File: config.mk
export PLATFORM = sky130hd
export DESIGN_NAME = bfd_regs
export DESIGN_NICKNAME = d
export VERILOG_FILES = /design/src/design/bfd_pkg.sv /design/src/design/bfd_regs.sv
export SDC_FILE = /design/constraint.sdc
export NUM_CORES = 1
export LEC_CHECK = 0
export ABC_AREA = 1
export ABC_CLOCK_PERIOD_IN_PS = 1100
export BUFFER_PORTS_ARGS = -buffer_cell sky130_fd_sc_hd__buf_4
export CAP_MARGIN = 15
export CORE_MARGIN = 5
export CORE_UTILIZATION = 44
export DETAILED_ROUTE_END_ITERATION = 16
export PLACE_DENSITY = 0.85
export SYNTH_ARGS = -nofsm -noshare
export SYNTH_HDL_FRONTEND = slang
export SYNTH_SLANG_ARGS = --single-unit
File: constraint.sdc
create_clock -name i_clk -period 1.1 [get_ports i_clk]
set_input_delay 0.055 -clock i_clk [delete_from_list [all_inputs] [get_ports i_clk]]
set_output_delay 0.055 -clock i_clk [all_outputs]
set_load 0.005 [all_outputs]
File: src/design/bfd_pkg.sv
// bfd_pkg: shared types and constants of the box filter downsampler
// holds pixel and result beat types, configuration layout and command/status structs
// depends on nothing
`default_nettype none

package bfd_pkg;

    // field widths
    localparam int PIX_W     = 8;
    localparam int DIM_W     = 11;
    localparam int FACT_W    = 5;
    localparam int LANE_W    = 16;
    localparam int LANES     = 4;
    localparam int WORD_W    = LANE_W * LANES;
    localparam int QUO_W     = 8;
    localparam int ROW_W     = 10;

    // limits and defaults
    localparam int DEF_MAX_WIDTH  = 1024;
    localparam int DEF_MAX_FACTOR = 16;
    localparam int HEIGHT_LIMIT   = 1024;

    localparam logic [DIM_W-1:0]  RST_IMAGE_WIDTH  = DIM_W'(640);
    localparam logic [DIM_W-1:0]  RST_IMAGE_HEIGHT = DIM_W'(480);
    localparam logic [FACT_W-1:0] RST_SCALE_FACTOR = FACT_W'(2);

    // configuration port
    localparam int ADDR_W = 4;
    localparam int DATA_W = 32;
    localparam int IDX_W  = 2;

    localparam logic [IDX_W-1:0] REG_IMAGE_WIDTH  = 2'd0;
    localparam logic [IDX_W-1:0] REG_IMAGE_HEIGHT = 2'd1;
    localparam logic [IDX_W-1:0] REG_SCALE_FACTOR = 2'd2;

    typedef struct packed {
        logic [PIX_W-1:0] red;
        logic [PIX_W-1:0] green;
        logic [PIX_W-1:0] blue;
        logic [PIX_W-1:0] alpha;
    } t_pixel;

    typedef struct packed {
        logic [PIX_W-1:0] mean_red;
        logic [PIX_W-1:0] mean_green;
        logic [PIX_W-1:0] mean_blue;
        logic [PIX_W-1:0] mean_alpha;
        logic             row_end;
        logic             frame_end;
    } t_result;

    typedef struct packed {
        logic [DIM_W-1:0]  image_width;
        logic [DIM_W-1:0]  image_height;
        logic [FACT_W-1:0] scale_factor;
    } t_cfg;

    // controller to datapath
    typedef struct packed {
        logic              accept;     // take pixel beat, issue line store read
        logic              clear;      // first pixel of a block: start sum from zero
        logic              row_end;
        logic              frame_end;
        logic [FACT_W-1:0] factor;     // clamped block edge
        logic              acc;        // add and write back
        logic              div_step;   // one quotient bit
        logic              load;       // move quotient into output register
    } t_cmd;

    // datapath to controller
    typedef struct packed {
        logic out_free;
    } t_sts;

endpackage

`default_nettype wire

File: src/design/bfd_regs.sv
// bfd_regs: APB-style configuration registers of the box filter downsampler
// depends on bfd_pkg
`default_nettype none

module bfd_regs (
    input  wire logic                         i_clk,
    input  wire logic                         i_rst_n,
    input  wire logic                         psel,
    input  wire logic                         penable,
    input  wire logic                         pwrite,
    input  wire logic [bfd_pkg::ADDR_W-1:0]   paddr,
    input  wire logic [bfd_pkg::DATA_W-1:0]   pwdata,
    output logic      [bfd_pkg::DATA_W-1:0]   prdata,
    output logic                              pready,
    output bfd_pkg::t_cfg                     o_cfg,
    output logic                              o_restart
);

    logic [bfd_pkg::DIM_W-1:0]  r_image_width;
    logic [bfd_pkg::DIM_W-1:0]  r_image_height;
    logic [bfd_pkg::FACT_W-1:0] r_scale_factor;
    logic [bfd_pkg::IDX_W-1:0]  reg_idx;
    logic                       wr_en;

    assign pready  = 1'b1;
    assign reg_idx = paddr[bfd_pkg::ADDR_W-1:bfd_pkg::ADDR_W-bfd_pkg::IDX_W];
    assign wr_en   = psel && penable && pwrite;

    // register writes
    always_ff @(posedge i_clk) begin
        if (!i_rst_n) begin
            r_image_width  <= bfd_pkg::RST_IMAGE_WIDTH;
            r_image_height <= bfd_pkg::RST_IMAGE_HEIGHT;
            r_scale_factor <= bfd_pkg::RST_SCALE_FACTOR;
        end else if (wr_en) begin
            case (reg_idx)
                bfd_pkg::REG_IMAGE_WIDTH:  r_image_width  <= pwdata[bfd_pkg::DIM_W-1:0];
                bfd_pkg::REG_IMAGE_HEIGHT: r_image_height <= pwdata[bfd_pkg::DIM_W-1:0];
                bfd_pkg::REG_SCALE_FACTOR: r_scale_factor <= pwdata[bfd_pkg::FACT_W-1:0];
                default: ;
            endcase
        end
    end

    // a write to a known register restarts the frame position
    always_comb begin
        case (reg_idx)
            bfd_pkg::REG_IMAGE_WIDTH,
            bfd_pkg::REG_IMAGE_HEIGHT,
            bfd_pkg::REG_SCALE_FACTOR: o_restart = wr_en;
            default:                   o_restart = 1'b0;
        endcase
    end

    // read back
    always_comb begin
        case (reg_idx)
            bfd_pkg::REG_IMAGE_WIDTH:  prdata = bfd_pkg::DATA_W'(r_image_width);
            bfd_pkg::REG_IMAGE_HEIGHT: prdata = bfd_pkg::DATA_W'(r_image_height);
            bfd_pkg::REG_SCALE_FACTOR: prdata = bfd_pkg::DATA_W'(r_scale_factor);
            default:                   prdata = '0;
        endcase
    end

    assign o_cfg.image_width  = r_image_width;
    assign o_cfg.image_height = r_image_height;
    assign o_cfg.scale_factor = r_scale_factor;

endmodule

`default_nettype wire

# --- Word-level counts from Yosys, hierarchy flattened ---
# Cells that the tools add are included.
totals:
  output_inout_bits: 61
  regBits: 27
  word_cells: 14
classes:
  n_eq_ne: 2
  reduce_logical: 7
  mux: 2
ops:
  columns: ["operator", "count"]
  rows:
  - ["$pmux 11 s3", 1]
  - ["$reduce_and 2->1", 3]
  - ["$reduce_or 3->1", 1]
  - ["$eq 2x1->1 const B", 1]
  - ["$eq 2x2->1 const B", 1]
  - ["$logic_and 1x1->1", 2]
  - ["$logic_not 2->1", 1]
  - ["$mux 1", 1]

# --- Depth between registers and ports, before layout ---
# Gate-level depths: netlist of the first run.
depth:
  depth_word: 3
  depth_mapped: 6

# --- Worst setup path after synthesis of the first run ---
# Ideal clock, no wire load.
synth_timing:
  kind: "input to register"
  startpoint: "in psel"
  endpoint: "reg r_scale_factor[0] (netlist name)"
  arrival_ns: 0.606
  path_slack_ns: 0.381
  setup_time_ns: 0.113
  path_stages: 6
  path_cell_list: "nand2_1 > nor2_1 > buf_2 > nand3_1 > nand2_1 > nor2_1"
synth_between:
  elab_chain_cells: 3
synth_lines:
  columns: ["element", "line", "rtl"]
  rows:
  - ["start: declaration", "bfd_regs.sv:8", "input wire logic psel,"]
  - ["$logic_and 1x1->1 (2 in series)", "bfd_regs.sv:27", "assign wr_en = psel && penable && pwrite;"]
  - ["$reduce_and 2->1 (no source line)", null, null]
  - ["end signal: assignment", "bfd_regs.sv:34", "r_scale_factor <= bfd_pkg::RST_SCALE_FACTOR;"]
  - ["end signal: assignment", "bfd_regs.sv:39", "bfd_pkg::REG_SCALE_FACTOR: r_scale_factor <= pwdata[bfd_pkg::FACT_W-1:0];"]
  - ["end: declaration", "bfd_regs.sv:21", "logic [bfd_pkg::FACT_W-1:0] r_scale_factor;"]
# No other way between the ends.
# A chain may end at the register's enable or synchronous reset.

# --- Final worst setup path of the first run ---
layout_timing:
  startpoint: "reg r_image_width[9] (netlist name)"
  endpoint: "out prdata[9] (netlist name)"
layout_between:
  elab_chain_cells: 1
layout_lines:
  columns: ["element", "line", "rtl"]
  rows:
  - ["start: declaration", "bfd_regs.sv:19", "logic [bfd_pkg::DIM_W-1:0] r_image_width;"]
  - ["start signal: assignment", "bfd_regs.sv:32", "r_image_width <= bfd_pkg::RST_IMAGE_WIDTH;"]
  - ["start signal: assignment", "bfd_regs.sv:37", "bfd_pkg::REG_IMAGE_WIDTH: r_image_width <= pwdata[bfd_pkg::DIM_W-1:0];"]
  - ["$pmux 11 s3", "bfd_regs.sv:57", "case (reg_idx)"]
  - ["end: declaration", "bfd_regs.sv:13", "output logic [bfd_pkg::DATA_W-1:0] prdata,"]
# No other way between the ends.

==> results.ini, run 1 <==
[outcome]
status=finished clean

[logic_synthesis]
synth_compound_area_share_pct=4.34
yosysWarnings=0
synth-edff-count=0
synth_top_family_by_area=simple AND/OR/NAND/NOR gates
synth_area_leaders=dfxtp_1 38%, nand2_1 14%, buf_4 13%, nor2_1 12%, nand3_1 11%
synth_mux_area_share_pct=0
synth_top_cell_by_area=dfxtp_1
syn_avg_cell_area_um2=6.67
synth_top_cell_area_share_pct=37.5
syn-instance-count=216
synth_ff_type=dfxtp_1
ys_async_sr_fraction_pct=0
synth_xor_area_share_pct=0
synth_fa_ha_area_share_pct=0
synthTopCellsByCount=54 x nand2_1, 45 x nor2_1, 33 x nand3_1, 27 x dfxtp_1, 25 x buf_4
synth-seq-cells=27
ys_seq_area_share_pct=37.5
synth_most_common_cell=nand2_1
synthDistinctLibCells=17
yosys.area_share.simple_pct=38.5
syn_area_um2=1440

[timing]
finalCritPeriodShare_pct=96.9
slew_headroom_pct=49.1
rsz0062_at_grt=true
clock_skew_ns=0
worst_slack_ns=0.0344
tightest_slew_ns=0.760
hold_ws_ns=0.0656
finalSetupViolCount=0
max_freq_mhz=938
hold_violations=0
period_minus_slack_ns=1.07
drv_slew=0

[final_layout]
area.growth.synth_to_final_pct=36.9
fillers=312
final_net_count=325
drive_gt1_share_pct=30.0
n_antenna_cell=0

[worst_setup_path]
slowest_stage=dfxtp_2
worst-setup-path-type=reg2out
cp_data_arrival_time_ns=1.01
critPathCaptureType=output pin
cp_data_required_time_ns=1.04
r2r-start=r_image_width[6]
critPathBufInv=1
cp_cell_sequence=a22o_1, buf_4
slowest_delay_ns=0.36
crit_path_start_kind=flip-flop
cpLargestDelayFamily=flip-flops
worstSetupStartpoint=r_image_width[9]
cp_max_fo=3

[hold_path]
hold_start=pwdata[10]
hp-class=in2reg

[die]
initial_core_util_pct=46.4
die_x_um=67.2
rows=20
die_h_um=67.2
pin_count=102
core_um2=3100
dieArea_um2=4520

[grt]
grt_pass1_vias=1190
overflow=0
antenna_found_initial=0
grt_max_degree=28
grt_pass1_wl_mm=5.26
track_usage_pct=15.1

[clock_tree]
cts_tree=yes
clk_pin_slew_ns=0.14
cts_buffer_depth=2
cts_buffers=3
root_buffer=clkbuf_4
clkLatencyLatePin_ns=0.31
clock_sinks=27
htree_num_levels=1

[placed_design]
detailedPlace.worstSlack_ns=-0.0354
gp_congestion=0.795
dp_hpwl_mm=2.62
io_buffers=56

[detailed_routing]
routed_wl_mm=3.61
num_vias=1461
drc=0
routedWlPerCell_um=11.0
dr.pass1.iters=4
drt_iter0_markers=56
via_per_inst=4.47
antenna_left=0

[flow_run]
max_cap_viol_count=0

[power_and_ir_drop]
ir_drop_v=0.000447
finalPower_mw=1.78
powerDensity_nw_per_um2=903
p_leak_nw=1.02

[layout by cell type (no fill, tap or decap), types with 2 or more instances in the layout]
cell | netlist | final
buf_4 | 25 | 68
nand2_1 | 54 | 54
nor2_1 | 45 | 45
nand3_1 | 33 | 33
conb_1 | 2 | 22
dfxtp_1 | 27 | 18
inv_1 | 11 | 11
dfxtp_2 | 0 | 9
a22o_1 | 6 | 6
dlygate4sd3_1 | 0 | 6
clkbuf_4 | 0 | 3
inv_2 | 2 | 2
[metrics by stage]
stage	TNS (ns)	cells	util [%]	instance area (um^2)
4_1_cts	0	323	62.3	1930
2_1_floorplan	0	236	-	1520
5_1_grt	-0.0619	327	63.5	1970
3_5_place_dp	-0.268	313	59.4	1840
6_report	0	327	63.5	1970
3_3_place_gp	-0.0754	313	59.4	1840
[routing by layer]
layer,track usage [%],up-vias,share of wire (%)
met4,4.56,0,0.80
met2,26.1,63,49
li1,-,765,-
met5,0,-,0
met3,2.33,2,8.7
met1,19.3,631,41
[final cells by class]
class                   count  area (um^2)  area share [%]
inverters                  13         48.8            2.47
well taps                  44         55.1            2.79
clock buffers               4         26.3            1.33
multi-input cells         164          699            35.5
flip-flops and latches     27          552            28.0
repair buffers             75          591            29.9
[worst min-delay path: stages]
cell and delay, ns:
buf_4 0.07, inv_1 0.04, nand3_1 0.07, nand2_1 0.05
nor2_1 0.07
[power by group]
group          internal [mW]  switching [mW]
Combinational          0.169           0.170
Sequential              1.00          0.0161
Clock                  0.142           0.282
[worst paths after layout]
| kind | to | slack [ns] | depth (start not counted) |
|---|---|---|---|
| min reg2reg | r_image_height[6] | 0.49 | 2 |
| max | prdata[9] | 0.03 | 2 |
| min | r_image_width[10] | 0.07 | 5 |
| max reg2reg | r_image_width[6] | 0.41 | 3 |
[registers in the layout, summed over array words and instances (netlist names)]
signal and flops:
r_image_height 11, r_image_width 11, r_scale_factor 5
[cell families (layout without fill, tap and decap cells)]
kind of cell	count (synthesis)	in the layout
flops	27	27
compound gates	8	8
simple gates	134	134
buf+inv	45	92
other cells	2	22
[timing repair]
| action | in CTS | in global routing |
|---|---|---|
| hold buffers | 6 | 0 |
| pin swaps | 0 | 6 |
| setup buffers | 0 | 4 |
| resized for setup | 1 | 8 |
| endpoints found under the hold margin | 7 | 0 |
| setup endpoints to repair | 1 | 7 |
Power figures use the tool's default switching activity.
==> run 2: changes to the inputs <==
--- a/config.mk
+++ b/config.mk
@@ -9,6 +9,7 @@
 export ABC_CLOCK_PERIOD_IN_PS = 1100
 export BUFFER_PORTS_ARGS = -buffer_cell sky130_fd_sc_hd__buf_4
 export CAP_MARGIN = 15
+export CORE_ASPECT_RATIO = 1.1
 export CORE_MARGIN = 5
 export CORE_UTILIZATION = 44
 export DETAILED_ROUTE_END_ITERATION = 16
==> constraint.sdc (replaced) <==
create_clock -name i_clk -period 1.1 [get_ports i_clk]
set_input_delay 0.22 -clock i_clk [delete_from_list [all_inputs] [get_ports i_clk]]
set_output_delay 0.22 -clock i_clk [all_outputs]
set_load 0.005 [all_outputs]
==> results.ini, run 2 (synthesis results as in run 1) <==
[power_and_ir_drop]
p_sw_share_pct=26.6
p_leak_nw=1.18
powerDensity_nw_per_um2=806
p_sw_mw=0.488
sequentialPowerShare_pct=55.5
ir_drop_v=0.000491
clockPowerShare_pct=22.9
internal_power_mw=1.35
combPwrFrac_pct=21.6

[clock_tree]
clock_sinks=27
htree_num_levels=1
clk_pin_slew_ns=0.14
cts_buffer_depth=2
root_buffer=clkbuf_4
cts_buffers=3
clkLatencyLatePin_ns=0.32
cts_tree=yes

[final_layout]
seqCellArea_um2=573
multi_input_area_um2=737
fillers=240
n_antenna_cell=0
mostFrequentLayoutCell=buf_4
drive_gt1_share_pct=45.7
final_net_count=342
area.growth.synth_to_final_pct=58.2
layout_common_cells=54 x buf_4, 46 x nand2_1, 44 x nor2_1, 36 x buf_6, 30 x nand3_1
reg_top3=r_image_height x11, r_image_width x11, r_scale_factor x5
final_cells=334

[timing]
fin_setup_tns_ns=-1.10
clock_skew_ns=0
hold_violations=0
finalSetupViolCount=19
max_freq_mhz=810
rsz0062_at_grt=true
drv_slew=0
worst_slack_ns=-0.134
period_minus_slack_ns=1.23
finalCritPeriodShare_pct=112

[detailed_routing]
routed_wl_mm=4.23
wl_met1_mm=1.62
drt_iter0_markers=109
dr.pass1.iters=4
drc=0
route.met2.wl_mm=2.18
wl_met3_um=387
num_vias=1590
routedWlPerCell_um=12.6
via_per_inst=4.76
antenna_left=0
dr.max_layer_used=met4

[grt]
grt_max_degree=28
antenna_found_initial=0
grt_pass1_vias=1471
track_usage_pct=17.5
grt_pass1_wl_mm=6.44
overflow=0

[placed_design]
gp_congestion=0.789
dpl.cell_count=308
dp_hpwl_mm=2.87
io_buffers=56

[die]
dieArea_um2=4520
die_h_um=70
rows=21
initial_core_util_pct=46.4
die_x_um=64.5
core_um2=3100
pin_count=102

[worst_setup_path]
endpoint=prdata[8]
crit_path_start_kind=flip-flop
r2r-end=r_image_width[5]
critPathCaptureType=output pin
r2r_cells=4
worst-setup-path-type=reg2out
cp_data_required_time_ns=0.88
worstSetupStartpoint=r_image_height[8]
r2r-start=r_image_width[5]
cp_data_arrival_time_ns=1.01
cp_max_fo=3
r2r_slack_ns=0.29

[flow_run]
max_cap_viol_count=0

[outcome]
status=finished, violations left
violations=setup timing

[hold_path]
hp-class=in2reg

-- run 2: worst max-delay path, stage by stage (launching register included) --
cell and delay (ns):
dfxtp_2 0.36, a22o_1 0.21, buf_4 0.14
-- run 2: worst min path at each step --
stage	startpoint	endpoint	slack (ns)	cells past startpoint
global placement	pwdata[7]	r_image_width[7]	0.44	3
global route	pwdata[6]	r_image_height[6]	0.1	3
floorplan	pwdata[7]	r_image_width[7]	0.35	2
detailed placement	pwdata[7]	r_image_width[7]	0.45	3
finish	pwdata[1]	r_scale_factor[1]	0.11	3
CTS	pwdata[7]	r_image_width[7]	0.11	3
-- run 2: per-layer routing --
layer	track usage, %	up-vias
met2	31.2	77
met3	3.04	4
met4	6.57	0
met5	0	-
met1	20.6	710
li1	-	799
-- run 2: what timing repair did --
| action | in CTS | in global routing |
|---|---|---|
| gates resized for setup | 47 | 27 |
| hold buffers | 0 | 0 |
| endpoints found under the setup margin | 11 | 24 |
| setup buffers | 13 | 9 |
| pin swaps | 16 | 10 |
-- run 2: per-stage QoR --
step	util, %	total power [mW]	setup WS [ns]	cell area [um^2]	hold slack (ns)
finish	73.5	1.84	-0.134	2280	0.114
global route	73.5	1.95	-0.194	2280	0.0996
CTS	68.4	1.82	-0.134	2120	0.106
detailed placement	60.7	1.37	-0.108	1880	0.451
global placement	60.7	1.37	-0.108	1880	0.440
floorplan	-	1.25	0.166	1520	0.346
-- run 2: cell type report --
cell class / instances / share of cell area [%]
inverter: 13 / 2.14
sequential: 27 / 25.2
tap: 34 / 1.87
multi-input combinational: 164 / 32.3
timing repair buffer: 92 / 37.3
clock buffer: 4 / 1.15
-- run 2: power groups by stage --
| stage | logic [mW] | registers, mW | clock network, mW |
|---|---|---|---|
| 5_1_grt | 0.434 | 1.02 | 0.489 |
| 3_3_place_gp | 0.329 | 1.04 | 0 |
| 4_1_cts | 0.368 | 1.02 | 0.434 |
| 6_report | 0.397 | 1.02 | 0.421 |
| 3_5_place_dp | 0.335 | 1.04 | 0 |
| 2_1_floorplan | 0.215 | 1.04 | 0 |
==> run 3: changes to the inputs <==
--- a/config.mk
+++ b/config.mk
@@ -5,13 +5,13 @@
 export SDC_FILE = /design/constraint.sdc
 export NUM_CORES = 1
 export LEC_CHECK = 0
-export ABC_AREA = 1
 export ABC_CLOCK_PERIOD_IN_PS = 1100
 export BUFFER_PORTS_ARGS = -buffer_cell sky130_fd_sc_hd__buf_4
 export CAP_MARGIN = 15
 export CORE_ASPECT_RATIO = 1.1
 export CORE_MARGIN = 5
 export CORE_UTILIZATION = 44
+export CTS_CLUSTER_SIZE = 14
 export DETAILED_ROUTE_END_ITERATION = 16
 export PLACE_DENSITY = 0.85
 export SYNTH_ARGS = -nofsm -noshare
==> results.ini, run 3 <==
[flow_run]
max_cap_viol_count=0

[die]
die_x_um=65.2
core_um2=3280
initial_core_util_pct=45.0
die_h_um=70.7
pin_count=102
rows=22
dieArea_um2=4610

[worst_setup_path]
critPathCaptureType=output pin
cp_data_required_time_ns=0.88
worstSetupStartpoint=r_image_height[0]
crit_path_start_kind=flip-flop
cp_data_arrival_time_ns=1.04
worst-setup-path-type=reg2out
slowest_delay_ns=0.35
cp_max_fo=2
r2r-start=r_image_width[4]
cp_cell_sequence=mux2i_1, o21ai_1, buf_4
slowest_stage=dfxtp_2

[outcome]
violations=setup timing
status=finished, violations left

[hold_path]
hp-class=in2reg
hold_start=pwdata[5]

[grt]
track_usage_pct=16.3
overflow=0
grt_pass1_vias=1349
grt_max_degree=26
antenna_found_initial=0
grt_pass1_wl_mm=6.00

[power_and_ir_drop]
powerDensity_nw_per_um2=771
p_sw_mw=0.433
sequentialPowerShare_pct=57.7
p_sw_share_pct=24.9
clockPowerShare_pct=24.1
ir_drop_v=0.000603
p_leak_nw=1.09
finalPower_mw=1.74
combPwrFrac_pct=18.2
internal_power_mw=1.30

[timing]
drv_slew=0
worst_slack_ns=-0.163
clock_skew_ns=0
period_minus_slack_ns=1.26
hold_violations=0
finalSetupViolCount=21
rsz0062_at_grt=true
finalCritPeriodShare_pct=115
max_freq_mhz=792

[detailed_routing]
routedWlPerCell_um=13.2
dr.pass1.iters=4
via_per_inst=4.67
num_vias=1345
routed_wl_mm=3.80
drt_iter0_markers=31
drc=0
antenna_left=0

[logic_synthesis]
synth-seq-cells=27
ys_seq_area_share_pct=36.7
synthDistinctLibCells=23
synth_top_family_by_area=multiplexers
yosysWarnings=0
yosys.area_share.simple_pct=19.0
synth_fa_ha_area_share_pct=0
syn-instance-count=167
synth_top_cell_by_area=dfxtp_1
syn_area_um2=1470
synth-edff-count=0
synth_xor_area_share_pct=0
synth_mux_area_share_pct=24.4
synth_ff_type=dfxtp_1
ys_async_sr_fraction_pct=0
synth_top_cell_area_share_pct=36.7
synth_compound_area_share_pct=3.57
synth_most_common_cell=mux2i_1
synthTopCellsByCount=36 x mux2i_1, 35 x nand2_1, 27 x dfxtp_1, 24 x buf_4, 9 x nor2b_1
syn_avg_cell_area_um2=8.83
synth_area_leaders=dfxtp_1 37%, mux2i_1 24%, buf_4 12%, nand2_1 8.9%, nor2b_1 3.8%

[final_layout]
stdcell_area_um2=2250
layout_common_cells=63 x buf_4, 36 x mux2i_1, 35 x nand2_1, 30 x buf_6, 23 x dfxtp_2
reg_top3=r_image_height x11, r_image_width x11, r_scale_factor x5
n_antenna_cell=0
mostFrequentLayoutCell=buf_4
utilization_pct=68.8
final_net_count=294
final_cells=288
drive_gt1_share_pct=49.2
area.growth.synth_to_final_pct=53.0

[placed_design]
io_buffers=56
dpl.cell_count=264
gp_congestion=0.785
dp_hpwl_mm=2.68
placed_cell_area_um2=1940

[clock_tree]
clk_pin_slew_ns=0.13
clkLatencyLatePin_ns=0.31
cts_buffers=3
htree_num_levels=1
cts_tree=yes
root_buffer=clkbuf_4
clock_sinks=27
cts_buffer_depth=2

==> run 3: changes by cell type after synthesis, sizes merged, moves of 6 or more <==
cell   delta
inv      -11
nand2    -19
nor2     -41
nor2b    +10
nand3    -31
mux2i    +36
a22o      -6
==> run 3: logic make-up (layout without fill, tap and decap cells) <==
group	Yosys count	after routing
and+or+nand+nor	58	58
muxes	36	36
buffers and inverters	35	100
DFF	27	27
AOI/OAI and AO/OA	9	9
other	2	22
==> run 3: critical path, delay by kind of cell (launching register included) <==
kind	cells	cell delay, ns
flops	1	0.35
buf+inv	1	0.14
compound gates	1	0.18
mux	1	0.06
==> run 3: final timing paths <==
| path | cells past startpoint | slack [ns] | to |
|---|---|---|---|
| setup / recovery | 3 | -0.16 | prdata[0] |
| hold / removal | 3 | 0.14 | r_image_width[5] |
| setup reg to reg | 4 | 0.31 | r_image_width[4] |
| hold reg to reg | 2 | 0.48 | r_image_width[6] |
==> run 3: what timing repair did <==
action / in CTS / in global routing
buffers inserted: 15 / 12
pin swaps: 1 / 3
hold buffers: 0 / 0
resized for setup: 53 / 11
endpoints found under the hold margin: 0 / 0
endpoints found under the setup margin: 12 / 28
==> run 3: power groups by stage <==
stage / Clock, mW / Combinational [mW] / Sequential (mW)
after global placement: 0 / 0.284 / 1.02
after CTS: 0.431 / 0.309 / 1.00
final: 0.420 / 0.316 / 1.00
after floorplan: 0 / 0.194 / 1.02
after global routing: 0.469 / 0.346 / 1.00
after detailed placement: 0 / 0.288 / 1.02
==> run 3: through the flow <==
| stage | setup TNS (ns) | worst slack (ns) | hold slack, ns |
|---|---|---|---|
| finish | -1.41 | -0.163 | 0.143 |
| global route | -2.63 | -0.224 | 0.143 |
| CTS | -1.50 | -0.163 | 0.130 |
| detailed placement | -3.69 | -0.153 | 0.471 |
| global placement | -2.95 | -0.112 | 0.459 |
| floorplan | 0 | 0.00656 | 0.362 |
==> run 3: metal layers <==
metal / track usage (%) / vias to the layer above / wire length, um
li1: - / 673 / -
met1: 17.5 / 619 / 1480
met4: 4.15 / 0 / 36
met2: 31.0 / 47 / 2030
met5: 0 / - / 0
met3: 4.13 / 6 / 252
==> run 3: final cells by class <==
class | count | area, um^2
well taps | 36 | 45.0
flip-flops and latches | 27 | 569
repair buffers | 94 | 831
multi-input cells | 125 | 776
fillers | 268 | 1020
clock buffers | 4 | 26.3
inverters | 2 | 7.51
