$ cat config.mk
export PLATFORM = sky130hd
export DESIGN_NAME = bfd_ctrl
export DESIGN_NICKNAME = d
export VERILOG_FILES = /design/src/design/bfd_pkg.sv /design/src/design/bfd_ctrl.sv
export SDC_FILE = /design/constraint.sdc
export NUM_CORES = 1
export LEC_CHECK = 0
export ABC_AREA = 0
export ABC_CLOCK_PERIOD_IN_PS = 5500
export BUFFER_PORTS_ARGS = -buffer_cell sky130_fd_sc_hd__buf_2
export CORE_ASPECT_RATIO = 0.6
export CORE_MARGIN = 2
export CORE_UTILIZATION = 50
export CTS_CLUSTER_SIZE = 12
export DETAILED_ROUTE_END_ITERATION = 8
export PLACE_DENSITY_LB_ADDON = 0.3
export SYNTH_ARGS = -nofsm -noshare
export SYNTH_HDL_FRONTEND = slang
export SYNTH_SLANG_ARGS = --single-unit
export TNS_END_PERCENT = 100
$ cat constraint.sdc
create_clock -name i_clk -period 5.5 [get_ports i_clk]
set_input_delay 1.1 -clock i_clk [delete_from_list [all_inputs] [get_ports i_clk]]
set_output_delay 1.1 -clock i_clk [all_outputs]
set_load 0.02 [all_outputs]
$ cat src/design/bfd_pkg.sv
// bfd_pkg: shared types and constants of the box filter downsampler
// holds pixel and result beat types, configuration layout and command/status structs
// depends on nothing
`default_nettype none

package bfd_pkg;

    // field widths
    localparam int PIX_W     = 8;
    localparam int DIM_W     = 11;
    localparam int FACT_W    = 5;
    localparam int LANE_W    = 16;
    localparam int LANES     = 4;
    localparam int WORD_W    = LANE_W * LANES;
    localparam int QUO_W     = 8;
    localparam int ROW_W     = 10;

    // limits and defaults
    localparam int DEF_MAX_WIDTH  = 1024;
    localparam int DEF_MAX_FACTOR = 16;
    localparam int HEIGHT_LIMIT   = 1024;

    localparam logic [DIM_W-1:0]  RST_IMAGE_WIDTH  = DIM_W'(640);
    localparam logic [DIM_W-1:0]  RST_IMAGE_HEIGHT = DIM_W'(480);
    localparam logic [FACT_W-1:0] RST_SCALE_FACTOR = FACT_W'(2);

    // configuration port
    localparam int ADDR_W = 4;
    localparam int DATA_W = 32;
    localparam int IDX_W  = 2;

    localparam logic [IDX_W-1:0] REG_IMAGE_WIDTH  = 2'd0;
    localparam logic [IDX_W-1:0] REG_IMAGE_HEIGHT = 2'd1;
    localparam logic [IDX_W-1:0] REG_SCALE_FACTOR = 2'd2;

    typedef struct packed {
        logic [PIX_W-1:0] red;
        logic [PIX_W-1:0] green;
        logic [PIX_W-1:0] blue;
        logic [PIX_W-1:0] alpha;
    } t_pixel;

    typedef struct packed {
        logic [PIX_W-1:0] mean_red;
        logic [PIX_W-1:0] mean_green;
        logic [PIX_W-1:0] mean_blue;
        logic [PIX_W-1:0] mean_alpha;
        logic             row_end;
        logic             frame_end;
    } t_result;

    typedef struct packed {
        logic [DIM_W-1:0]  image_width;
        logic [DIM_W-1:0]  image_height;
        logic [FACT_W-1:0] scale_factor;
    } t_cfg;

    // controller to datapath
    typedef struct packed {
        logic              accept;     // take pixel beat, issue line store read
        logic              clear;      // first pixel of a block: start sum from zero
        logic              row_end;
        logic              frame_end;
        logic [FACT_W-1:0] factor;     // clamped block edge
        logic              acc;        // add and write back
        logic              div_step;   // one quotient bit
        logic              load;       // move quotient into output register
    } t_cmd;

    // datapath to controller
    typedef struct packed {
        logic out_free;
    } t_sts;

endpackage

`default_nettype wire

$ cat src/design/bfd_ctrl.sv
// bfd_ctrl: controller of the box filter downsampler
// frame position counters, block bookkeeping and the sequencing state machine
// depends on bfd_pkg
`default_nettype none

module bfd_ctrl #(
    parameter int MAX_WIDTH  = bfd_pkg::DEF_MAX_WIDTH,
    parameter int MAX_FACTOR = bfd_pkg::DEF_MAX_FACTOR
) (
    input  wire logic                            i_clk,
    input  wire logic                            i_rst_n,
    input  wire bfd_pkg::t_cfg                   i_cfg,
    input  wire logic                            i_restart,
    input  wire logic                            i_valid,
    output logic                                 o_ready,
    input  wire bfd_pkg::t_sts                   i_sts,
    output bfd_pkg::t_cmd                        o_cmd,
    output logic [$clog2(MAX_WIDTH)-1:0]         o_idx
);

    localparam int WW  = $clog2(MAX_WIDTH + 1);
    localparam int CW  = (WW > bfd_pkg::DIM_W) ? WW : bfd_pkg::DIM_W;
    localparam int CCW = $clog2(MAX_WIDTH);
    localparam int CBW = $clog2(MAX_FACTOR);
    localparam int SW  = $clog2(bfd_pkg::QUO_W);
    localparam int FW  = bfd_pkg::FACT_W;
    localparam int HW  = bfd_pkg::DIM_W;

    typedef enum logic [3:0] {
        S_IDLE = 4'b0001,
        S_ACC  = 4'b0010,
        S_DIV  = 4'b0100,
        S_LOAD = 4'b1000
    } t_state;

    t_state                    r_state, n_state;
    logic [CCW-1:0]            r_col, n_col;
    logic [CCW-1:0]            r_bcol, n_bcol;
    logic [bfd_pkg::ROW_W-1:0] r_row, n_row;
    logic [CBW-1:0]            r_cib, n_cib;
    logic [CBW-1:0]            r_rib, n_rib;
    logic [SW-1:0]             r_step, n_step;
    logic                      r_emit, n_emit;

    logic [CW-1:0]             w_eff;
    logic [HW-1:0]             h_eff;
    logic [FW-1:0]             f_eff;
    logic                      accept;
    logic                      col_last, cib_last, row_last, rib_last;
    logic                      emit;

    // clamp configuration to the legal ranges
    always_comb begin
        if (CW'(i_cfg.image_width) == '0)
            w_eff = CW'(1);
        else if (CW'(i_cfg.image_width) > CW'(MAX_WIDTH))
            w_eff = CW'(MAX_WIDTH);
        else
            w_eff = CW'(i_cfg.image_width);

        if (i_cfg.image_height == '0)
            h_eff = HW'(1);
        else if (i_cfg.image_height > HW'(bfd_pkg::HEIGHT_LIMIT))
            h_eff = HW'(bfd_pkg::HEIGHT_LIMIT);
        else
            h_eff = i_cfg.image_height;

        if (i_cfg.scale_factor == '0)
            f_eff = FW'(1);
        else if (i_cfg.scale_factor > FW'(MAX_FACTOR))
            f_eff = FW'(MAX_FACTOR);
        else
            f_eff = i_cfg.scale_factor;
    end

    assign o_ready = (r_state == S_IDLE);
    assign accept  = i_valid && o_ready;

    // position flags of the current pixel
    assign col_last = (CW'(r_col) + CW'(1)) >= w_eff;
    assign row_last = (HW'(r_row) + HW'(1)) >= h_eff;
    assign cib_last = (FW'(r_cib) + FW'(1)) >= f_eff;
    assign rib_last = (FW'(r_rib) + FW'(1)) >= f_eff;
    // bottom-right pixel of a block always lies inside the image, so the block is whole
    assign emit     = cib_last && rib_last;

    // command to the datapath
    always_comb begin
        o_cmd.accept    = accept;
        o_cmd.clear     = (r_cib == '0) && (r_rib == '0);
        // no further whole block fits to the right / below
        o_cmd.row_end   = ((CW+1)'(r_col) + (CW+1)'(1) + (CW+1)'(f_eff)) > (CW+1)'(w_eff);
        o_cmd.frame_end = o_cmd.row_end &&
                          (((HW+1)'(r_row) + (HW+1)'(1) + (HW+1)'(f_eff)) > (HW+1)'(h_eff));
        o_cmd.factor    = f_eff;
        o_cmd.acc       = (r_state == S_ACC);
        o_cmd.div_step  = (r_state == S_DIV);
        o_cmd.load      = (r_state == S_LOAD) && i_sts.out_free;
    end

    assign o_idx = r_bcol;

    // frame position counters
    always_comb begin
        n_col  = r_col;
        n_bcol = r_bcol;
        n_row  = r_row;
        n_cib  = r_cib;
        n_rib  = r_rib;
        if (i_restart) begin
            n_col  = '0;
            n_bcol = '0;
            n_row  = '0;
            n_cib  = '0;
            n_rib  = '0;
        end else if (accept) begin
            if (col_last) begin
                n_col  = '0;
                n_bcol = '0;
                n_cib  = '0;
                n_row  = row_last ? '0 : r_row + 1'b1;
                n_rib  = (row_last || rib_last) ? '0 : r_rib + 1'b1;
            end else begin
                n_col  = r_col + 1'b1;
                n_cib  = cib_last ? '0 : r_cib + 1'b1;
                n_bcol = cib_last ? r_bcol + 1'b1 : r_bcol;
            end
        end
    end

    // sequencer
    always_comb begin
        n_state = r_state;
        n_step  = r_step;
        n_emit  = r_emit;
        case (r_state)
            S_IDLE: begin
                if (accept) begin
                    n_emit  = emit;
                    n_state = S_ACC;
                end
            end
            S_ACC: begin
                n_step  = '0;
                n_state = r_emit ? S_DIV : S_IDLE;
            end
            S_DIV: begin
                n_step = r_step + 1'b1;
                if (r_step == SW'(bfd_pkg::QUO_W - 1))
                    n_state = S_LOAD;
            end
            S_LOAD: begin
                if (i_sts.out_free)
                    n_state = S_IDLE;
            end
            default: n_state = S_IDLE;
        endcase
    end

    always_ff @(posedge i_clk) begin
        if (!i_rst_n) begin
            r_state <= S_IDLE;
            r_step  <= '0;
            r_emit  <= 1'b0;
            r_col   <= '0;
            r_bcol  <= '0;
            r_row   <= '0;
            r_cib   <= '0;
            r_rib   <= '0;
        end else begin
            r_state <= n_state;
            r_step  <= n_step;
            r_emit  <= n_emit;
            r_col   <= n_col;
            r_bcol  <= n_bcol;
            r_row   <= n_row;
            r_cib   <= n_cib;
            r_rib   <= n_rib;
        end
    end

    // checks
    a_state_onehot: assert property (@(posedge i_clk) disable iff (!i_rst_n)
        $onehot(r_state))
        else $error("controller state not one-hot");

    a_col_in_row: assert property (@(posedge i_clk) disable iff (!i_rst_n)
        CW'(r_col) < w_eff)
        else $error("column count beyond row width");

    a_cib_in_block: assert property (@(posedge i_clk) disable iff (!i_rst_n)
        FW'(r_cib) < f_eff && FW'(r_rib) < f_eff)
        else $error("position in block beyond block edge");

    a_accept_to_acc: assert property (@(posedge i_clk) disable iff (!i_rst_n)
        accept |=> (r_state == S_ACC))
        else $error("accepted beat not followed by accumulate");

    a_div_len: assert property (@(posedge i_clk) disable iff (!i_rst_n)
        (r_state == S_DIV && r_step == SW'(bfd_pkg::QUO_W - 1)) |=> (r_state == S_LOAD))
        else $error("divider did not end after all quotient bits");

endmodule

`default_nettype wire

# [Yosys cells after proc, flatten, opt, wreduce, memory -nomap -nowiden]
# Index checks and enable logic that the tools add are counted.
[word_totals] ff_bits=46 out_inout_bits=23 wordCells=77
[op_classes] add_sub_neg=14 order_cmp=9 n_eq_ne=8 mux=19 bitwise_logic=1 reduce_logical=18
[op_table] operator="$add A10 B1 Y11 const B" n=4
[op_table] operator="$mux W11" n=4
[op_table] operator="$mux W10" n=4
[op_table] operator="$add A10 B1 Y10 const B" n=3
[op_table] operator="$add A11 B5 Y12" n=2
[op_table] operator="$gt A12 B11 Y1" n=2
[op_table] operator="$mux W4" n=6
[op_table] operator="$ge A11 B11 Y1" n=2
[op_table] operator="$gt A11 B11 Y1 const B" n=2
[op_table] operator="$logic_not A11 Y1" n=2
[op_table] operator="$pmux W4 S4" n=1
[op_table] operator="$add A4 B1 Y5 const B" n=2
[op_table] operator="$ge A5 B5 Y1" n=2
[op_table] operator="$mux W5" n=2
[op_table] operator="$add A4 B1 Y4 const B" n=2
[op_table] operator="$logic_not A4 Y1" n=2
[op_table] operator="$pmux W3 S2" n=1
[op_table] operator="$reduce_and A2 Y1" n=3
[op_table] operator="$gt A5 B5 Y1 const B" n=1
[op_table] operator="$logic_and A1 B1 Y1" n=5
[op_table] operator="$logic_not A5 Y1" n=1
[op_table] operator="$eq A4 B1 Y1 const B" n=1
[op_table] operator="$eq A4 B2 Y1 const B" n=1
[op_table] operator="$eq A4 B3 Y1 const B" n=1
[op_table] operator="other kinds (11)" n=13

# [Logic depth before layout (Yosys ltp)]
# Gate-level depths: netlist of the first run.
[depth] ltp_word=6 ltp_mapped=18 depth_no_buf=18

# [Worst setup path before layout of the first run]
# OpenSTA, ideal clock, no wires.
[synth_timing] kind="input to output" start="in i_cfg[3] in the netlist's numbering" end="out o_cmd[8] in the netlist's numbering" arrival_time_ns=4.159 required_ns=4.400 path_slack_ns=0.241 stages=17 n_path_buf=0 cell_sequence="nor3_1 -> nor2_1 -> nor2_1 -> inv_1 -> ha_1 -> fa_1 -> o21ai_0 -> a21oi_1 -> o21bai_1 -> nand2_1 -> xnor2_1 -> ha_1 -> nand4_1 -> nor3_1 -> a21oi_1 -> o21a_1 -> o211a_1"
[synth_rtl] element="from (decl)" line_no="bfd_ctrl.sv:12" source="input wire bfd_pkg::t_cfg i_cfg,"
[synth_rtl] element="to (decl)" line_no="bfd_ctrl.sv:17" source="output bfd_pkg::t_cmd o_cmd,"

==> flow_summary.yaml, run 1 <==
clocking:
  insertion_delay_ns: 0.29
  clockBufferDepth: 2
  cts-hold-fix-buffers: 0
  cts_buffers: 5
  cts.sinks: 46
  cts_tree: "yes"
  clk_pin_slew_ns: 0.06
  post_cts_buffers: 0
  htreeDepth: 2
  cts_root_buffer: "clkbuf_16"
synth:
  synth-seq-cells: 46
  postSynthCellCount: 554
  synth_area_leaders: "dfxtp_1, ha_1, xnor2_1"
  ys_warn_count: 0
  avgSynthCellArea_um2: 7.963
  yosysMostFrequentCell: "ha_1"
  yosysSeqAreaShare: 0.2087
  synthFlopType: "dfxtp_1"
  synth_fp_nets: 661
  synth_common_cells: "ha_1, nand2_1, dfxtp_1"
  netlist_area_um2: 4412
  async_flop_share: 0
  synth_top_area_cell: "dfxtp_1"
  synth-edff-count: 0
  yosysTopAreaCellShare: 0.2087
  ys_types: 62
place:
  hpwl_mm: 9.698
  port_buffers: 54
  place.gp.congestion: 0.9634
  place_area_um2: 4776
  dp_cells: 706
timing:
  period_share: 0.9688
  max_slew_margin: 0.2308
  setup_viol_count_final: 0
  finalHoldViolations: 0
  fmax_mhz: 187.7
  fin_tns_setup_ns: 0
  slew_viol_final: 0
  worst_slew_pin_slew_ns: 1.154
  fin_skew_ns: 0.006999
  finalCriticalPeriod_ns: 5.328
  hold_slack_ns: 0.5035
  grt_setup_unrepaired: "false"
worst_setup_path:
  worstSetupPathType: "input port to primary output"
  start_kind: "input port"
  critPathCaptureType: "primary output"
  r2r_start: "r_col[2]"
  r2r-end: "r_row[2]"
  cp.required_ns: 4.40
  critPathLaunch: "i_cfg[3]"
  regToRegSetupSlack_ns: 1.57
  cp.arrival_ns: 4.23
  crit_path_end: "o_cmd[8]"
  r2r.worst_path.cells: 11
  crit_fanout: 3
run:
  maxCapViolations: 0
routing:
  firstDrtPassIters: 5
  wirelength_mm: 11.94
  via_count: 4240
  wl_per_cell_um: 16.73
  drcViolationCount: 0
  drt_iter0_drc: 352
  drtAntennaViolNets: 0
  via_per_inst: 5.938
pwr:
  leakage_nw: 2.225
  power_density_nw_per_um2: 168.9
  vdd_drop_max_mv: 0.1184
finish:
  drive_above_1_share: 0.1429
  final_area_um2: 4926
  nNetsFinal: 708
  synthToLayoutAreaGrowth_pct: 11.66
  final_cells: 714
  nFillCells: 793
  antennaDiodeCount: 0
die:
  initial_utilization: 0.5176
  die_w_um: 125.3
  dieArea_um2: 9615
  row_count: 26
  core_um2: 8523
  ioPinCount: 55
  die_h_um: 76.76
grt:
  antenna_found_initial: 0
  grt_pass1_wl_mm: 19.53
  grt_max_degree: 25
  overflow: 0
  grtUsageTotal: 0.2496
  grt_pass1_vias: 3906
hold_path:
  hp-class: "flip-flop to flip-flop"
outcome:
  status: "finished clean"
[worst min-delay path by stage]
stage	slack [ns]	endpoint	cells past startpoint	from
finish	0.50	r_cib[1]	2	r_cib[1]
global route	0.52	r_cib[1]	2	r_cib[1]
CTS	0.50	r_col[8]	2	r_col[8]
detailed placement	0.48	o_idx[9]	1	o_idx[9]
global placement	0.48	r_cib[1]	2	r_cib[1]
floorplan	0.46	r_col[8]	2	r_col[8]
[timing repair]
item                                    4_1_cts  5_1_grt
hold endpoints to repair                      0        0
endpoints found under the setup margin        0        1
resized for setup                             0        4
[cell usage in the layout (no fill, tap or decap), drive strengths merged, types with 3 or more instances in the layout]
master	Yosys	final
ha	73	73
nand2	69	69
buf	7	57
dfxtp	46	46
nor2	38	38
nand3	33	33
inv	32	32
xnor2	30	30
a21oi	30	30
o21ai	25	25
nand4	14	14
nor2b	12	12
nand2b	11	11
a21o	11	11
and3	9	9
nor4	8	8
a31oi	7	7
a22oi	7	7
o31ai	6	6
nor3	6	6
clkbuf	10	6
xor2	5	5
and2	5	5
clkinv	3	5
a21boi	4	4
o21a	4	4
o21bai	4	4
nand3b	4	4
nor4b	4	4
nor3b	3	3
a31o	3	3
or2	3	3
[through the flow]
step,worst slack [ns],total power [mW],utilization
after floorplan,0.2414,0.4767,-
after global placement,0.2669,0.5317,0.5603
after detailed placement,0.1890,0.5378,0.5603
after CTS,0.1506,0.8376,0.5771
after global routing,0.04121,0.8800,0.5780
final,0.1718,0.8322,0.5780
[registers in the layout, summed over array words and instances, names as in the netlist]
register,count
o_idx,10
r_cib,4
r_col,10
r_emit,1
r_rib,4
r_row,10
r_state,4
r_step,3
[power breakdown]
part / total, mW / switching, mW / internal [mW]
clock network: 0.297 / 0.129 / 0.169
registers: 0.344 / 0.00667 / 0.337
logic: 0.191 / 0.122 / 0.0696
total: 0.832 / 0.257 / 0.575
[layer usage]
metal | track usage | part of all wire | up-vias
li1 | - | - | 2091
met1 | 0.3798 | 0.51 | 1983
met2 | 0.3533 | 0.39 | 154
met3 | 0.06978 | 0.10 | 12
met4 | 0.03444 | 0.0060 | 0
met5 | 0 | 0 | -
[worst max-delay path, stage by stage]
cell and delay [ns]:
buf_2 0.11, nor3_1 0.19, nor2_1 0.06, nor2_1 0.12, inv_1 0.10, ha_1 0.22
fa_2 0.36, o21ai_1 0.14, a21oi_1 0.11, o21bai_1 0.24, nand2_1 0.10, xnor2_1 0.16
ha_1 0.35, a21o_1 0.17, a21oi_1 0.13, nand2_1 0.07, o21a_1 0.20, o211a_1 0.13
buf_2 0.15
[kinds of logic after synthesis]
family	synth area share
fa+ha+maj	0.2161
mux	0.004538
simple gates	0.2689
flops	0.2087
buf+inv	0.04708
compound gates	0.1852
xor+xnor	0.06948
[area by class of cell]
| type | count | area (µm²) | share of cell area |
|---|---|---|---|
| multi-input cells | 456 | 3297 | 0.6693 |
| repair buffers | 57 | 292.8 | 0.05944 |
| well taps | 112 | 140.1 | 0.02845 |
| inverters | 35 | 132.6 | 0.02692 |
| clock inverters | 2 | 13.76 | 0.002794 |
| clock buffers | 6 | 128.9 | 0.02616 |
| flip-flops and latches | 46 | 920.9 | 0.1869 |
Power figures use the tool's default switching activity.
==> run 2: changes to the inputs <==
--- a/config.mk
+++ b/config.mk
@@ -8,9 +8,8 @@
 export ABC_AREA = 0
 export ABC_CLOCK_PERIOD_IN_PS = 5500
 export BUFFER_PORTS_ARGS = -buffer_cell sky130_fd_sc_hd__buf_2
-export CORE_ASPECT_RATIO = 0.6
 export CORE_MARGIN = 2
-export CORE_UTILIZATION = 50
+export CORE_UTILIZATION = 45
 export CTS_CLUSTER_SIZE = 12
 export DETAILED_ROUTE_END_ITERATION = 8
 export PLACE_DENSITY_LB_ADDON = 0.3
==> run 2 against run 1 <==
Against the previous run:
- non-clock buffer count grew 2
- core utilization decreased by 6.5 points
- final area increased by 0.28%
- routed wire length is 9.3% lower
- sequential power is essentially flat
- flip-flop and latch count did not move
- largest power group unchanged
==> flow_summary.yaml, run 2 (same netlist as run 1, synthesis figures left out) <==
outcome:
  status: "finished clean"
place:
  place.gp.congestion: 0.8775
  port_buffers: 54
  hpwl_mm: 8.648
  dp_cells: 728
worst_setup_path:
  critPathSlowestCell: "fa_1"
  r2r-end: "r_row[7]"
  worstSetupPathType: "input port to primary output"
  cp.arrival_ns: 4.15
  critPathMaxStageDelay_ns: 0.40
  crit_path_end: "o_cmd[8]"
  critPathLaunch: "i_cfg[3]"
  regToRegSetupSlack_ns: 1.60
  critPathCaptureType: "primary output"
  r2r_start: "r_col[2]"
  r2r.worst_path.cells: 11
  cp.required_ns: 4.40
  crit_fanout: 3
  start_kind: "input port"
  path_cells: "buf_2 -> nor3_1 -> nor2_1 -> nor2_2 -> inv_1 -> ha_1 -> fa_1 -> o21ai_0 -> a21oi_1 -> o21bai_1 -> nand4_1 -> xnor2_1 -> ha_1 -> nand3_1 -> or3_1 -> o211a_1 -> buf_2"
routing:
  via_count: 4088
  drt_iter0_drc: 155
  drcViolationCount: 0
  wl_met2_mm: 5.182
  wirelength_mm: 10.83
  route.met3.wl_um: 387
  highest_layer: "met4"
  firstDrtPassIters: 5
  drt-met1-wl_mm: 5.057
  drtAntennaViolNets: 0
  via_per_inst: 5.547
  wl_per_cell_um: 14.70
clocking:
  cts_tree: "yes"
  cts.sinks: 46
  clk_pin_slew_ns: 0.09
  clockBufferDepth: 2
  htreeDepth: 2
  cts_root_buffer: "clkbuf_8"
  cts_buffers: 5
  insertion_delay_ns: 0.31
timing:
  max_slew_margin: 0.2399
  slew_viol_final: 0
  period_share: 0.9540
  grt_setup_unrepaired: "false"
  finalHoldViolations: 0
  setup_viol_count_final: 0
  worst_slew_pin_slew_ns: 1.140
  fin_tns_setup_ns: 0
  finalCriticalPeriod_ns: 5.247
  fin_skew_ns: 0.01121
  fmax_mhz: 190.6
finish:
  synthToLayoutAreaGrowth_pct: 11.97
  layout_commonest_cell: "ha_1"
  final_cells: 737
  final_cell_mix: "ha_1, nand2_1, buf_2, dfxtp_1, nor2_1"
  antennaDiodeCount: 0
  nFillCells: 964
  nNetsFinal: 710
  drive_above_1_share: 0.1523
grt:
  antenna_found_initial: 0
  grt_max_degree: 25
  grtUsageTotal: 0.2144
  grt_pass1_vias: 3973
  grt_pass1_wl_mm: 18.18
  overflow: 0
run:
  maxCapViolations: 0
die:
  initial_utilization: 0.4577
  row_count: 36
  ioPinCount: 55
  die_w_um: 103.0
  core_um2: 9639
  dieArea_um2: 10610
  die_h_um: 103.0
pwr:
  vdd_drop_max_mv: 0.09782
  leakage_nw: 2.232
  power_density_nw_per_um2: 154.5
hold_path:
  hp-class: "flip-flop to flip-flop"
==> run 2: cell count changes in the layout (fill, tap and decap cells not counted), sizes merged <==
| cell | delta |
|---|---|
| buf | +2 |
| clkinv | -1 |
| clkbuf | +1 |
==> run 2: per-layer routing <==
layer	global-route usage	vias up
li1	-	2094
met1	0.2801	1904
met2	0.3681	71
met3	0.02644	19
met4	0.06680	0
met5	0	-
==> run 2: timing repair <==
item                       4_1_cts  5_1_grt
setup endpoints to repair        0        1
resized for setup                0        7
setup buffers                    0        1
hold buffers                     0        0
==> run 2: stage by stage <==
| stage | util | hold slack [ns] | setup WS, ns | power [mW] | instance area (µm²) |
|---|---|---|---|---|---|
| after global routing | 0.5125 | 0.5056 | 0.02332 | 0.8101 | 4940 |
| after detailed placement | 0.4983 | 0.4550 | 0.1775 | 0.5341 | 4803 |
| after floorplan | - | 0.4574 | 0.2414 | 0.4767 | 4412 |
| after CTS | 0.5092 | 0.4811 | 0.1765 | 0.7684 | 4908 |
| after global placement | 0.4983 | 0.4530 | 0.2584 | 0.5281 | 4803 |
| final | 0.5125 | 0.4862 | 0.2531 | 0.7630 | 4940 |
==> run 2: report_power, final <==
part           total [mW]  switching, mW  internal [mW]
clock               0.236          0.120          0.115
sequential          0.344        0.00669          0.337
combinational       0.184          0.114         0.0697
==> run 2: worst max-delay path: cells and delay by family <==
kind | cells | cell delay [ns]
AO/OA/AOI/OAI | 4 | 0.64
XOR/XNOR | 1 | 0.17
adder cells (fa/ha/maj) | 3 | 0.88
buffers and inverters | 3 | 0.32
AND/OR/NAND/NOR | 6 | 1.02
==> run 2: cell type report <==
type	instances	area, µm²	share of cell area
clock buffers	7	96.34	0.01950
clock inverters	1	8.758	0.001773
inverters	35	132.6	0.02685
multi-input cells	456	3307	0.6695
flip-flops and latches	46	920.9	0.1864
well taps	133	166.4	0.03369
repair buffers	59	307.8	0.06231
==> run 2: worst min-delay path by stage <==
stage	depth (start not counted)	slack (ns)	from	end
floorplan	2	0.46	r_col[8]	r_col[8]
detailed placement	1	0.46	o_idx[9]	o_idx[9]
CTS	1	0.48	o_idx[9]	o_idx[9]
finish	1	0.49	o_idx[9]	o_idx[9]
global placement	1	0.45	o_idx[9]	o_idx[9]
global route	1	0.51	o_idx[9]	o_idx[9]
==> run 3: changes to the inputs <==
--- a/config.mk
+++ b/config.mk
@@ -5,7 +5,7 @@
 export SDC_FILE = /design/constraint.sdc
 export NUM_CORES = 1
 export LEC_CHECK = 0
-export ABC_AREA = 0
+export ABC_AREA = 1
 export ABC_CLOCK_PERIOD_IN_PS = 5500
 export BUFFER_PORTS_ARGS = -buffer_cell sky130_fd_sc_hd__buf_2
 export CORE_MARGIN = 2
==> run 3 against run 2 <==
Against the previous run:
- cell count increased by 19%
- clock skew decreased by 0.0011 ns
- clock power increased by 14%
- non-clock buffer count increased by 3
- hold slack got worse by 0.022 ns
- global-route usage increased by 0.20 points
- synthesized area increased by 2.0%
- fmax increased by 1.1%
- setup slack improved by 0.057 ns
- via count increased by 10%
- critical endpoint unchanged
- largest cell class unchanged
==> flow_summary.yaml, run 3 <==
timing:
  fmax_mhz: 192.7
  worst_slew_pin_slew_ns: 0.9310
  slew_viol_final: 0
  fin_skew_ns: 0.01009
  finalCriticalPeriod_ns: 5.190
  setup_viol_count_final: 0
  max_slew_margin: 0.3771
  finalHoldViolations: 0
  period_share: 0.9436
  timing.final.ws_setup_ns: 0.3101
  grt_setup_unrepaired: "false"
  fin_tns_setup_ns: 0
clocking:
  cts.sinks: 46
  clockBufferDepth: 2
  cts_root_buffer: "clkbuf_8"
  htreeDepth: 2
  clk_pin_slew_ns: 0.10
  cts_buffers: 5
  cts-hold-fix-buffers: 0
  insertion_delay_ns: 0.31
  cts_tree: "yes"
grt:
  grt_pass1_vias: 4416
  grt_pass1_wl_mm: 19.75
  grtUsageTotal: 0.2164
  grt_max_degree: 23
  antenna_found_initial: 0
  overflow: 0
synth:
  synth_fp_nets: 794
  postSynthCellCount: 687
  async_flop_share: 0
  ys_warn_count: 0
  ys_types: 34
  synth_area_leaders: "dfxtp_1, ha_1, nand2_1"
  yosysMostFrequentCell: "nand2_1"
  synth_common_cells: "nand2_1, inv_1, ha_1"
  yosysTopAreaCellShare: 0.2046
  yosysSeqAreaShare: 0.2046
  netlist_area_um2: 4502
  synth-edff-count: 0
  synth_top_area_cell: "dfxtp_1"
  synth-seq-cells: 46
  synthFlopType: "dfxtp_1"
  avgSynthCellArea_um2: 6.553
finish:
  nNetsFinal: 853
  final_cell_mix: "nand2_1, inv_1, ha_1, nor2_1, a21oi_1"
  final_util: 0.5228
  synthToLayoutAreaGrowth_pct: 12.98
  antennaDiodeCount: 0
  layout_commonest_cell: "nand2_1"
  drive_above_1_share: 0.1111
  nFillCells: 977
run:
  maxCapViolations: 0
place:
  place.gp.congestion: 0.9196
  port_buffers: 54
  place_ws_ns: 0.08052
  hpwl_mm: 9.374
routing:
  drtAntennaViolNets: 0
  drcViolationCount: 0
  wl_per_cell_um: 13.06
  firstDrtPassIters: 4
  drt_iter0_drc: 193
  via_per_inst: 5.126
  wirelength_mm: 11.49
  via_count: 4511
die:
  ioPinCount: 55
  dieArea_um2: 10820
  core_um2: 9729
  die_h_um: 104.0
  initial_utilization: 0.4627
  die_w_um: 104.0
  row_count: 36
outcome:
  status: "finished clean"
worst_setup_path:
  cp.arrival_ns: 4.09
  crit_fanout: 3
  cp.required_ns: 4.40
  start_kind: "input port"
  critPathCaptureType: "primary output"
  worstSetupPathType: "input port to primary output"
pwr:
  power_density_nw_per_um2: 157.4
  leakage_nw: 2.614
  vdd_drop_max_mv: 0.09279
hold_path:
  hp-class: "flip-flop to flip-flop"
-- run 3: per-layer routing --
metal / wire, µm / share of wire / track usage
met5: 0 / 0 / 0
met4: 80 / 0.0070 / 0.05405
met3: 476 / 0.041 / 0.02820
met2: 5622 / 0.49 / 0.3811
met1: 5314 / 0.46 / 0.2792
-- run 3: area by class of cell --
type	instances	area (µm²)	share of cell area
timing repair buffer	62	330.3	0.06494
tap	133	166.4	0.03272
clock inverter	3	48.80	0.009594
multi-input combinational	524	3149	0.6192
inverter	107	401.6	0.07897
clock buffer	5	68.82	0.01353
sequential	46	920.9	0.1811
-- run 3: path summary, 6_finish.rpt --
kind         slack [ns]      from  endpoint  cells after the start
min                0.46  r_rib[3]  r_rib[3]                      2
max                0.31  i_cfg[3]  o_cmd[8]                     18
max reg2reg        2.28  r_row[1]  r_row[6]                     14
min reg2reg        0.46  r_rib[3]  r_rib[3]                      2
-- run 3: where the power goes --
group          total (mW)  switching (mW)  internal, mW
logic               0.189           0.124        0.0650
clock network       0.270           0.132         0.139
registers           0.342         0.00427         0.337
total               0.801           0.260         0.541
-- run 3: timing repair --
| action | in CTS | in global routing |
|---|---|---|
| buffers inserted | 0 | 0 |
| gates resized for setup | 0 | 8 |
| endpoints found under the setup margin | 0 | 2 |
| hold endpoints to repair | 0 | 0 |
-- run 3: cells by family (layout without fill, tap and decap cells) --
group,count (synthesis),after routing,share of synthesized area
simple gates,331,331,0.3180
compound gates,87,87,0.1042
flops,46,46,0.2046
buf+inv,117,177,0.1012
fa+ha+maj,75,75,0.2118
xor+xnor,31,31,0.06031
-- run 3: metrics by stage --
step	cells	power (mW)	instance area, µm²	hold WS [ns]
final	880	0.8007	5086	0.4641
after CTS	880	0.8040	5062	0.4709
after detailed placement	872	0.5343	4945	0.4541
after global routing	880	0.8516	5086	0.5029
after global placement	872	0.5283	4945	0.4434
after floorplan	687	0.4800	4502	0.4266
-- run 3: worst max-delay path, cell delays in order --
cell and delay (ns):
buf_2 0.12, nor4_4 0.31, o21ai_2 0.13, ha_1 0.25, fa_1 0.43, o21ai_1 0.19
a21oi_1 0.09, nor2_1 0.16, nand3_1 0.13, xor2_1 0.16, ha_1 0.27, nand3_1 0.11
nor3_2 0.18, nand2_1 0.08, o211ai_1 0.09, nand2_1 0.06, nor2_1 0.07, buf_2 0.16
